### config.mk
export PLATFORM = sky130hd
export DESIGN_NAME = bijective_varint_codec_flat
export DESIGN_NICKNAME = d
export VERILOG_FILES = /design/src/rtl/bvc_pkg.sv /design/src/rtl/bvc_if.sv /design/src/rtl/bijective_varint_codec.sv /design/src/rtl/bvc_ctrl.sv /design/src/rtl/bvc_dp.sv /design/src/flat_wrapper.sv
export SDC_FILE = /design/constraint.sdc
export NUM_CORES = 1
export LEC_CHECK = 0
export ABC_AREA = 1
export BUFFER_PORTS_ARGS = -buffer_cell sky130_fd_sc_hd__buf_2
export CORE_MARGIN = 4
export CORE_UTILIZATION = 33
export DETAILED_ROUTE_END_ITERATION = 7
export GPL_ROUTABILITY_DRIVEN = 0
export HOLD_SLACK_MARGIN = 0.1
export PLACE_DENSITY = 0.54
export SETUP_SLACK_MARGIN = 0.15
export SLEW_MARGIN = 0
export SYNTH_ARGS = -nofsm -noshare
export SYNTH_HDL_FRONTEND = slang
export SYNTH_SLANG_ARGS = --single-unit
### constraint.sdc
create_clock -name i_clk -period 3.6 [get_ports i_clk]
set_input_delay 0.18 -clock i_clk [delete_from_list [all_inputs] [get_ports i_clk]]
set_output_delay 0.18 -clock i_clk [all_outputs]
set_load 0.05 [all_outputs]
### src/rtl/bvc_pkg.sv
// Shared types and constants of the bijective base-128 varint codec.
package bvc_pkg;

    localparam int SYM_W = 64;
    localparam int BYTE_W = 8;
    localparam int POS_W = 4;

    typedef logic [SYM_W-1:0]  t_symbol;
    typedef logic [BYTE_W-1:0] t_byte;
    typedef logic [POS_W-1:0]  t_pos;

    // Decode positions saturate here; weight 128^i is zero mod 2^64 from here on.
    localparam t_pos MAX_POS = 4'd10;
    // Index of the tenth encoded byte, the most a 64-bit symbol can need.
    localparam t_pos ENC_LAST = 4'd9;

    localparam logic KIND_BYTE = 1'b0;
    localparam logic KIND_SYMBOL = 1'b1;

    localparam logic DIR_ENCODE = 1'b0;
    localparam logic DIR_DECODE = 1'b1;

    // Commands from the controller to the datapath.
    typedef struct packed {
        logic load_sym;  // take a new symbol for encoding
        logic enc_step;  // emit one encoded byte
        logic dec_step;  // fold one byte into the accumulator
    } t_cmd;

    // Status from the datapath to the controller.
    typedef struct packed {
        logic enc_done;  // the byte about to be emitted is the final one
        logic out_free;  // output register can take a request this cycle
    } t_stat;

endpackage

### src/rtl/bvc_if.sv
// Valid/ready channel interfaces of the varint codec.
interface bvc_in_if import bvc_pkg::*; ();
    logic    valid;
    logic    ready;
    t_symbol symbol_in;
    t_byte   byte_in;

    modport source (output valid, output symbol_in, output byte_in, input ready);
    modport sink (input valid, input symbol_in, input byte_in, output ready);
endinterface

interface bvc_out_if import bvc_pkg::*; ();
    logic    valid;
    logic    ready;
    logic    kind;
    t_byte   byte_out;
    t_symbol symbol_out;
    logic    last;

    modport source (output valid, output kind, output byte_out, output symbol_out,
                    output last, input ready);
    modport sink (input valid, input kind, input byte_out, input symbol_out,
                  input last, output ready);
endinterface

interface bvc_cfg_if import bvc_pkg::*; ();
    logic valid;
    logic ready;
    logic direction;

    modport source (output valid, output direction, input ready);
    modport sink (input valid, input direction, output ready);
endinterface

### src/rtl/bijective_varint_codec.sv
// Top level of the bijective base-128 varint codec.
//
// Channels: i_in takes one request at a time (symbol_in for encoding,
// byte_in for decoding); o_out delivers result requests (kind, byte_out,
// symbol_out, last); i_cfg writes the one-bit direction register
// (0 encode, 1 decode) and is always ready.
// Encode: a symbol is loaded into the remainder register, then the
// controller emits one byte per cycle while the receiver keeps up, one to
// ten bytes, the final one marked last. No new symbol is taken until the
// final byte has been emitted; each byte is shown in the output register.
// Decode: one byte per cycle while the receiver keeps up; a byte with bit
// 7 set only updates the accumulator and the digit position, a byte with
// bit 7 clear presents the symbol in the output register on the next
// cycle, last set.
// Reset (synchronous, active low) clears the direction to encode, the
// accumulator, the digit position and the output valid.
// When the receiver stalls, hold the output register; no new request is
// taken until it is free, and the encoder pauses between bytes.
module bijective_varint_codec import bvc_pkg::*; (
    input  logic       i_clk,
    input  logic       i_rst_n,
    bvc_in_if.sink     i_in,
    bvc_out_if.source  o_out,
    bvc_cfg_if.sink    i_cfg
);

    t_cmd  cmd;
    t_stat stat;

    // Sequencer: decides when to take a request and when to emit a byte.
    bvc_ctrl u_ctrl (
        .i_clk           (i_clk),
        .i_rst_n         (i_rst_n),
        .i_in_valid      (i_in.valid),
        .o_in_ready      (i_in.ready),
        .i_cfg_valid     (i_cfg.valid),
        .i_cfg_direction (i_cfg.direction),
        .o_cfg_ready     (i_cfg.ready),
        .i_stat          (stat),
        .o_cmd           (cmd)
    );

    // Arithmetic and the output register.
    bvc_dp u_dp (
        .i_clk        (i_clk),
        .i_rst_n      (i_rst_n),
        .i_cmd        (cmd),
        .o_stat       (stat),
        .i_symbol_in  (i_in.symbol_in),
        .i_byte_in    (i_in.byte_in),
        .i_out_ready  (o_out.ready),
        .o_out_valid  (o_out.valid),
        .o_kind       (o_out.kind),
        .o_byte_out   (o_out.byte_out),
        .o_symbol_out (o_out.symbol_out),
        .o_last       (o_out.last)
    );

    // A request is only taken when the output register can receive its result.
    a_accept_needs_room: assert property (@(posedge i_clk) disable iff (!i_rst_n)
        (i_in.valid && i_in.ready) |-> (!o_out.valid || o_out.ready))
        else $error("request taken while output register is blocked");

    // While a non-final encoded byte is shown, the encoder still owns the block.
    a_enc_busy: assert property (@(posedge i_clk) disable iff (!i_rst_n)
        (o_out.valid && (o_out.kind == KIND_BYTE) && !o_out.last) |-> !i_in.ready)
        else $error("request taken in the middle of an encoded symbol");

    // A decoded symbol is always a single, final result with an empty byte field.
    a_symbol_form: assert property (@(posedge i_clk) disable iff (!i_rst_n)
        (o_out.valid && (o_out.kind == KIND_SYMBOL)) |-> (o_out.last && (o_out.byte_out == '0)))
        else $error("malformed decoded symbol result");

    // Continuation bit and last flag of an encoded byte agree.
    a_byte_form: assert property (@(posedge i_clk) disable iff (!i_rst_n)
        (o_out.valid && (o_out.kind == KIND_BYTE)) |-> (o_out.byte_out[7] != o_out.last))
        else $error("encoded byte continuation bit disagrees with last");

endmodule

### src/rtl/bvc_ctrl.sv
// Controller state machine of the varint codec.
module bvc_ctrl import bvc_pkg::*; (
    input  logic  i_clk,
    input  logic  i_rst_n,
    input  logic  i_in_valid,
    output logic  o_in_ready,
    input  logic  i_cfg_valid,
    input  logic  i_cfg_direction,
    output logic  o_cfg_ready,
    input  t_stat i_stat,
    output t_cmd  o_cmd
);

    localparam logic ST_IDLE = 1'b0;
    localparam logic ST_ENC  = 1'b1;

    logic r_state, n_state;
    logic r_direction;
    logic accept;

    assign o_cfg_ready = 1'b1;
    assign o_in_ready  = (r_state == ST_IDLE) && i_stat.out_free;
    assign accept      = i_in_valid && o_in_ready;

    always_ff @(posedge i_clk) begin
        if (!i_rst_n) begin
            r_state     <= ST_IDLE;
            r_direction <= DIR_ENCODE;
        end else begin
            r_state <= n_state;
            if (i_cfg_valid) begin
                r_direction <= i_cfg_direction;
            end
        end
    end

    always_comb begin
        n_state = r_state;
        o_cmd   = '0;
        unique case (r_state)
            ST_IDLE: begin
                if (accept) begin
                    if (r_direction == DIR_ENCODE) begin
                        o_cmd.load_sym = 1'b1;
                        n_state        = ST_ENC;
                    end else begin
                        o_cmd.dec_step = 1'b1;
                    end
                end
            end
            ST_ENC: begin
                if (i_stat.out_free) begin
                    o_cmd.enc_step = 1'b1;
                    if (i_stat.enc_done) begin
                        n_state = ST_IDLE;
                    end
                end
            end
            default: n_state = ST_IDLE;
        endcase
    end

endmodule

### src/rtl/bvc_dp.sv
// Datapath of the varint codec: encoder remainder, decode accumulator, output register.
module bvc_dp import bvc_pkg::*; (
    input  logic    i_clk,
    input  logic    i_rst_n,
    input  t_cmd    i_cmd,
    output t_stat   o_stat,
    input  t_symbol i_symbol_in,
    input  t_byte   i_byte_in,
    input  logic    i_out_ready,
    output logic    o_out_valid,
    output logic    o_kind,
    output t_byte   o_byte_out,
    output t_symbol o_symbol_out,
    output logic    o_last
);

    t_symbol r_remaining;
    t_pos    r_enc_cnt;
    t_symbol r_acc;
    t_pos    r_pos;
    logic    r_valid;
    logic    r_kind;
    t_byte   r_byte;
    t_symbol r_symbol;
    logic    r_last;

    logic    rem_small;
    t_symbol n_remaining;
    logic [5:0] shamt;
    t_symbol term;
    t_symbol n_acc;

    // Bijective step: (v - low - 128) / 128 is (v >> 7) - 1 for v >= 128.
    assign rem_small   = (r_remaining[SYM_W-1:7] == '0);
    assign n_remaining = {7'd0, r_remaining[SYM_W-1:7]} - t_symbol'(1);

    // Weight 128^pos as a shift by 7*pos; positions at the cap add nothing.
    assign shamt = 6'({r_pos, 3'b000} - {3'b000, r_pos});
    assign term  = (r_pos < MAX_POS) ? (t_symbol'(i_byte_in) << shamt) : '0;
    assign n_acc = r_acc + term;

    assign o_stat.enc_done = rem_small || (r_enc_cnt == ENC_LAST);
    assign o_stat.out_free = !r_valid || i_out_ready;

    always_ff @(posedge i_clk) begin
        if (!i_rst_n) begin
            r_valid     <= 1'b0;
            r_acc       <= '0;
            r_pos       <= '0;
            r_remaining <= '0;
            r_enc_cnt   <= '0;
        end else begin
            if (i_cmd.enc_step || (i_cmd.dec_step && !i_byte_in[7])) begin
                r_valid <= 1'b1;
            end else if (i_out_ready) begin
                r_valid <= 1'b0;
            end
            if (i_cmd.load_sym) begin
                r_remaining <= i_symbol_in;
                r_enc_cnt   <= '0;
            end
            if (i_cmd.enc_step) begin
                r_remaining <= n_remaining;
                r_enc_cnt   <= r_enc_cnt + t_pos'(1);
            end
            if (i_cmd.dec_step) begin
                if (i_byte_in[7]) begin
                    r_acc <= n_acc;
                    if (r_pos < MAX_POS) begin
                        r_pos <= r_pos + t_pos'(1);
                    end
                end else begin
                    r_acc   <= '0;
                    r_pos   <= '0;
                end
            end
        end
    end

    // Output payload, no reset needed.
    always_ff @(posedge i_clk) begin
        if (i_cmd.enc_step) begin
            r_kind   <= KIND_BYTE;
            r_byte   <= {!rem_small, r_remaining[6:0]};
            r_symbol <= '0;
            r_last   <= rem_small;
        end else if (i_cmd.dec_step && !i_byte_in[7]) begin
            r_kind   <= KIND_SYMBOL;
            r_byte   <= '0;
            r_symbol <= n_acc;
            r_last   <= 1'b1;
        end
    end

    assign o_out_valid  = r_valid;
    assign o_kind       = r_kind;
    assign o_byte_out   = r_byte;
    assign o_symbol_out = r_symbol;
    assign o_last       = r_last;

endmodule
### src/flat_wrapper.sv
// flat-port wrapper written by rule: the top's interface ports become plain ports
module bijective_varint_codec_flat import bvc_pkg::*;
  (i_clk, i_rst_n, i_in_valid, i_in_symbol_in, i_in_byte_in, i_in_ready, o_out_valid, o_out_kind, o_out_byte_out, o_out_symbol_out, o_out_last, o_out_ready, i_cfg_valid, i_cfg_direction, i_cfg_ready);
  bvc_in_if i_in_i ();
  bvc_out_if o_out_i ();
  bvc_cfg_if i_cfg_i ();
  input  logic i_clk;
  input  logic i_rst_n;
  input wire logic [$bits(i_in_i.valid)-1:0] i_in_valid;
  input wire logic [$bits(i_in_i.symbol_in)-1:0] i_in_symbol_in;
  input wire logic [$bits(i_in_i.byte_in)-1:0] i_in_byte_in;
  output wire logic [$bits(i_in_i.ready)-1:0] i_in_ready;
  output wire logic [$bits(o_out_i.valid)-1:0] o_out_valid;
  output wire logic [$bits(o_out_i.kind)-1:0] o_out_kind;
  output wire logic [$bits(o_out_i.byte_out)-1:0] o_out_byte_out;
  output wire logic [$bits(o_out_i.symbol_out)-1:0] o_out_symbol_out;
  output wire logic [$bits(o_out_i.last)-1:0] o_out_last;
  input wire logic [$bits(o_out_i.ready)-1:0] o_out_ready;
  input wire logic [$bits(i_cfg_i.valid)-1:0] i_cfg_valid;
  input wire logic [$bits(i_cfg_i.direction)-1:0] i_cfg_direction;
  output wire logic [$bits(i_cfg_i.ready)-1:0] i_cfg_ready;
  assign i_in_i.valid = i_in_valid;
  assign i_in_i.symbol_in = i_in_symbol_in;
  assign i_in_i.byte_in = i_in_byte_in;
  assign i_in_ready = i_in_i.ready;
  assign o_out_valid = o_out_i.valid;
  assign o_out_kind = o_out_i.kind;
  assign o_out_byte_out = o_out_i.byte_out;
  assign o_out_symbol_out = o_out_i.symbol_out;
  assign o_out_last = o_out_i.last;
  assign o_out_i.ready = o_out_ready;
  assign i_cfg_i.valid = i_cfg_valid;
  assign i_cfg_i.direction = i_cfg_direction;
  assign i_cfg_ready = i_cfg_i.ready;
  bijective_varint_codec u_core (.i_clk(i_clk), .i_rst_n(i_rst_n), .i_in(i_in_i), .o_out(o_out_i), .i_cfg(i_cfg_i));
endmodule
==> metrics.yaml <==
setup_path:
  timing.rr.end: "u_core.u_dp.o_symbol_out[19]"
  critPathLaunchType: "flop"
  critPathMaxStageDelay_ps: 330
  cp.buffers_inverters: 8
  critPathLaunch: "u_core.u_dp.r_pos[0]"
  critical_path.endpoint: "u_core.u_dp.o_symbol_out[19]"
  crit_cells: 24
  crit_chain: "buf_6 > ha_4 > inv_4 > o21ai_2 > inv_1 > nand2_2 > nand2_4 > buf_8 > buf_6 > nand2_2 > o21ai_2 > buf_6 > nor2_4 > ha_4 > nand2_2 > nand2_2 > nand2_2 > nand2_2 > inv_2 > nand2_4 > nand3b_1 > xor2_1 > buf_4 > a22o_1"
  crit_top_cell: "nand2_2"
  arrival_ps: 3950
  critPathRequiredTime_ps: 4050
  endpoint_kind: "flop"
  r2r_setup_slack_ps: 100
  cp_top_family: "simple AND/OR/NAND/NOR gates"
  crit_fanout: 6
  critPathKind: "reg -> reg"
  rr_worst_depth: 24
  crit_slowest_cell: "dfxtp_2"
  regToRegStartpoint: "u_core.u_dp.r_pos[0]"
pwr:
  power.leakage_nw: 12.0
  power_mw: 7.61
  power_density_mw_per_mm2: 314
  ir_drop_v: 0.000329
outcome:
  status: "complete, no violations"
sta:
  setup_violations: 0
  max_freq_mhz: 286
  hold_ws_ps: 421
  rsz0062_at_grt: "true"
  slew_headroom: 0.329
  fin_crit_sh: 0.971
  tightest_slew_ps: 1010
  period_needed_ps: 3500
  slew_viol_final: 0
  hold_viol: 0
  clock-skew-final_ps: 17.6
grt:
  grt_pass1_wl_um: 101000
  antenna_found_initial: 0
  grt_pass1_vias: 18700
  grt_use_total: 0.235
  grt_use_met1: 0.302
  grt_max_degree: 82
  grt_busiest_layer: "met2"
  use_met2: 0.410
  grtUsageMet3: 0.0312
  overflow: 0
synth:
  synth_largest_area_cell: "dfxtp_1"
  syn-num-nets: 2956
  synth-seq-cells: 213
  synthCells: 2808
  synth-main-ff-cell: "dfxtp_1"
  synth-edff-count: 9
  synth.area.top_cells: "dfxtp_1 (25%), nand2_1 (23%), inv_1 (8.6%), nor2_1 (7.8%), a21oi_1 (5.3%)"
  ys_types: 58
  syn_area_sq_mm: 0.0165
  ys_seq_area_frac: 0.263
  syn_avg_cell_area_sq_um: 5.89
  async_flop_share: 0
  synth_top_area_frac: 0.247
  yosys_warnings: 0
detailed_routing:
  drtPass1Iterations: 5
  vias: 19500
  wire_per_inst_um: 16.8
  viasPerCell: 4.91
  wirelength_um: 66700
  drt_iter0_drc: 1514
  postRouteAntennaNets: 0
  drc: 0
placement:
  dp_hpwl_um: 50200
  port_buffers: 153
layout:
  filler_cell_count: 4992
  fin_nets: 3429
  area_delta_synth_final_pct: 46.7
  drive_gt1_frac: 0.317
  antenna_cells: 0
worst_hold_path:
  min_path_type: "in -> reg"
floorplan:
  row_count: 81
  chipWidth_um: 232
  die_h_um: 232
  core-area_sq_mm: 0.0493
  initial_core_util: 0.336
  die_area_sq_mm: 0.0538
  ios: 155
clock_tree:
  cts_root_buf: "clkbuf_16"
  cts_buffer_depth: 3
  clk_pin_slew_ps: 60
  htree_levels: 1
  clock_latency_ps: 570
  cts_inserted_buffers: 27
  tritoncts: "built"
  clock_sink_count: 213
run:
  drv_cap: 0
==> how the worst min path moves through the flow <==
| stage | startpoint | endpoint | slack [ps] | depth (start not counted) |
|---|---|---|---|---|
| final | i_in_symbol_in[5] | u_core.u_dp.r_remaining[5] | 420 | 4 |
| after detailed placement | i_cfg_direction | u_core.u_ctrl.r_direction | 430 | 3 |
| after global routing | i_in_symbol_in[5] | u_core.u_dp.r_remaining[5] | 450 | 4 |
| after floorplan | i_cfg_direction | u_core.u_ctrl.r_direction | 320 | 2 |
| after global placement | i_cfg_direction | u_core.u_ctrl.r_direction | 410 | 3 |
| after CTS | i_in_symbol_in[5] | u_core.u_dp.r_remaining[5] | 390 | 4 |
==> layout make-up <==
| type | instances | area [sq um] | share of cell area |
|---|---|---|---|
| repair buffers | 530 | 3980 | 0.164 |
| flip-flops and latches | 213 | 4360 | 0.179 |
| well taps | 664 | 831 | 0.0342 |
| inverters | 397 | 1510 | 0.0620 |
| clock buffers | 36 | 751 | 0.0309 |
| multi-input cells | 2112 | 12600 | 0.521 |
| clock inverters | 13 | 201 | 0.00830 |
==> cells in the mapped netlist, types with 18 or more instances <==
cell,number
nor3_1,21
nor2_1,342
a21oi_1,174
clkbuf_1,25
ha_1,69
a22o_1,31
nor2_2,23
nand3_1,143
nand2_1,1005
dfxtp_1,204
nand2_2,23
inv_2,18
buf_2,43
inv_1,378
xor2_1,49
nand3b_1,24
o21ai_0,77
==> tightest hold or removal path: stages <==
cell and delay, ps:
dlygate4sd3_1 520, buf_2 90, a221oi_1 70, nor2_1 80
==> where the power goes <==
| group | total (mW) | switching, mW | internal [mW] |
|---|---|---|---|
| clock network | 2.96 | 1.14 | 1.82 |
| logic | 2.03 | 1.28 | 0.751 |
| registers | 2.62 | 0.125 | 2.49 |
==> stage by stage <==
step / area [sq um] / TNS [ps] / setup slack [ps] / instances / util
finish: 24300 / 0 / 104 / 3965 / 0.493
global route: 24300 / -696 / -60.1 / 3965 / 0.493
CTS: 22300 / 0 / 128 / 3941 / 0.453
detailed placement: 19700 / -14350 / -317 / 3796 / 0.400
global placement: 19700 / -10070 / -256 / 3796 / 0.400
floorplan: 16500 / 0 / 497 / 2808 / -
==> layout by cell type, fill, tap and decap left out, types with 13 or more instances in the layout <==
cell type      instances
a31oi_1               13
nand4_1               13
inv_2                 43
nand2_1              838
dfxtp_1              203
nand3_2               26
buf_4                261
nor2_2                66
nand2_4               35
nor3_1                13
nand3_1              112
o21ai_0               55
nand2_2              157
clkbuf_16             28
inv_1                349
xor2_2                15
a21oi_1              134
dlygate4sd3_1         84
nand3b_1              24
a21oi_2               37
nor2_4                59
xor2_1                31
a22o_1                31
nor2_1               250
o21ai_1               23
buf_2                153
ha_4                  46
ha_1                  19
buf_6                 25
==> metal layers <==
metal	up-vias	wire, um
li1	9736	-
met1	9016	28400
met2	598	32000
met3	109	3950
met4	0	2370
met5	-	0
==> registers in the layout, indices dropped and copies added (netlist names) <==
| name | count |
|---|---|
| u_core.u_dp.o_symbol_out | 64 |
| u_core.u_dp.r_acc | 64 |
| u_core.u_dp.r_remaining | 64 |
| u_core.u_dp.o_byte_out | 8 |
| u_core.u_dp.r_enc_cnt | 4 |
| u_core.u_dp.r_pos | 4 |
| u_core.u_ctrl.r_direction | 1 |
| u_core.u_ctrl.r_state | 1 |
| u_core.u_dp.o_kind | 1 |
| u_core.u_dp.o_last | 1 |
| u_core.u_dp.o_out_valid | 1 |
==> repair_timing <==
item	4_1_cts	5_1_grt
pin swaps	48	109
endpoints found under the hold margin	72	0
setup buffers	11	24
setup endpoints to repair	109	113
gates resized for setup	193	436
gates cloned	1	0
hold buffers	84	0
==> cell families after synthesis <==
kind of cell    count (synthesis)  share of synthesized area
other cells                     1                   0.000227
flops                         213                      0.263
buf+inv                       483                      0.117
simple gates                 1630                      0.411
mux                             1                   0.000605
compound gates                347                      0.120
fa+ha+maj                      70                     0.0534
xor+xnor                       63                     0.0343
Note: power is estimated with default switching activity, not from simulation.
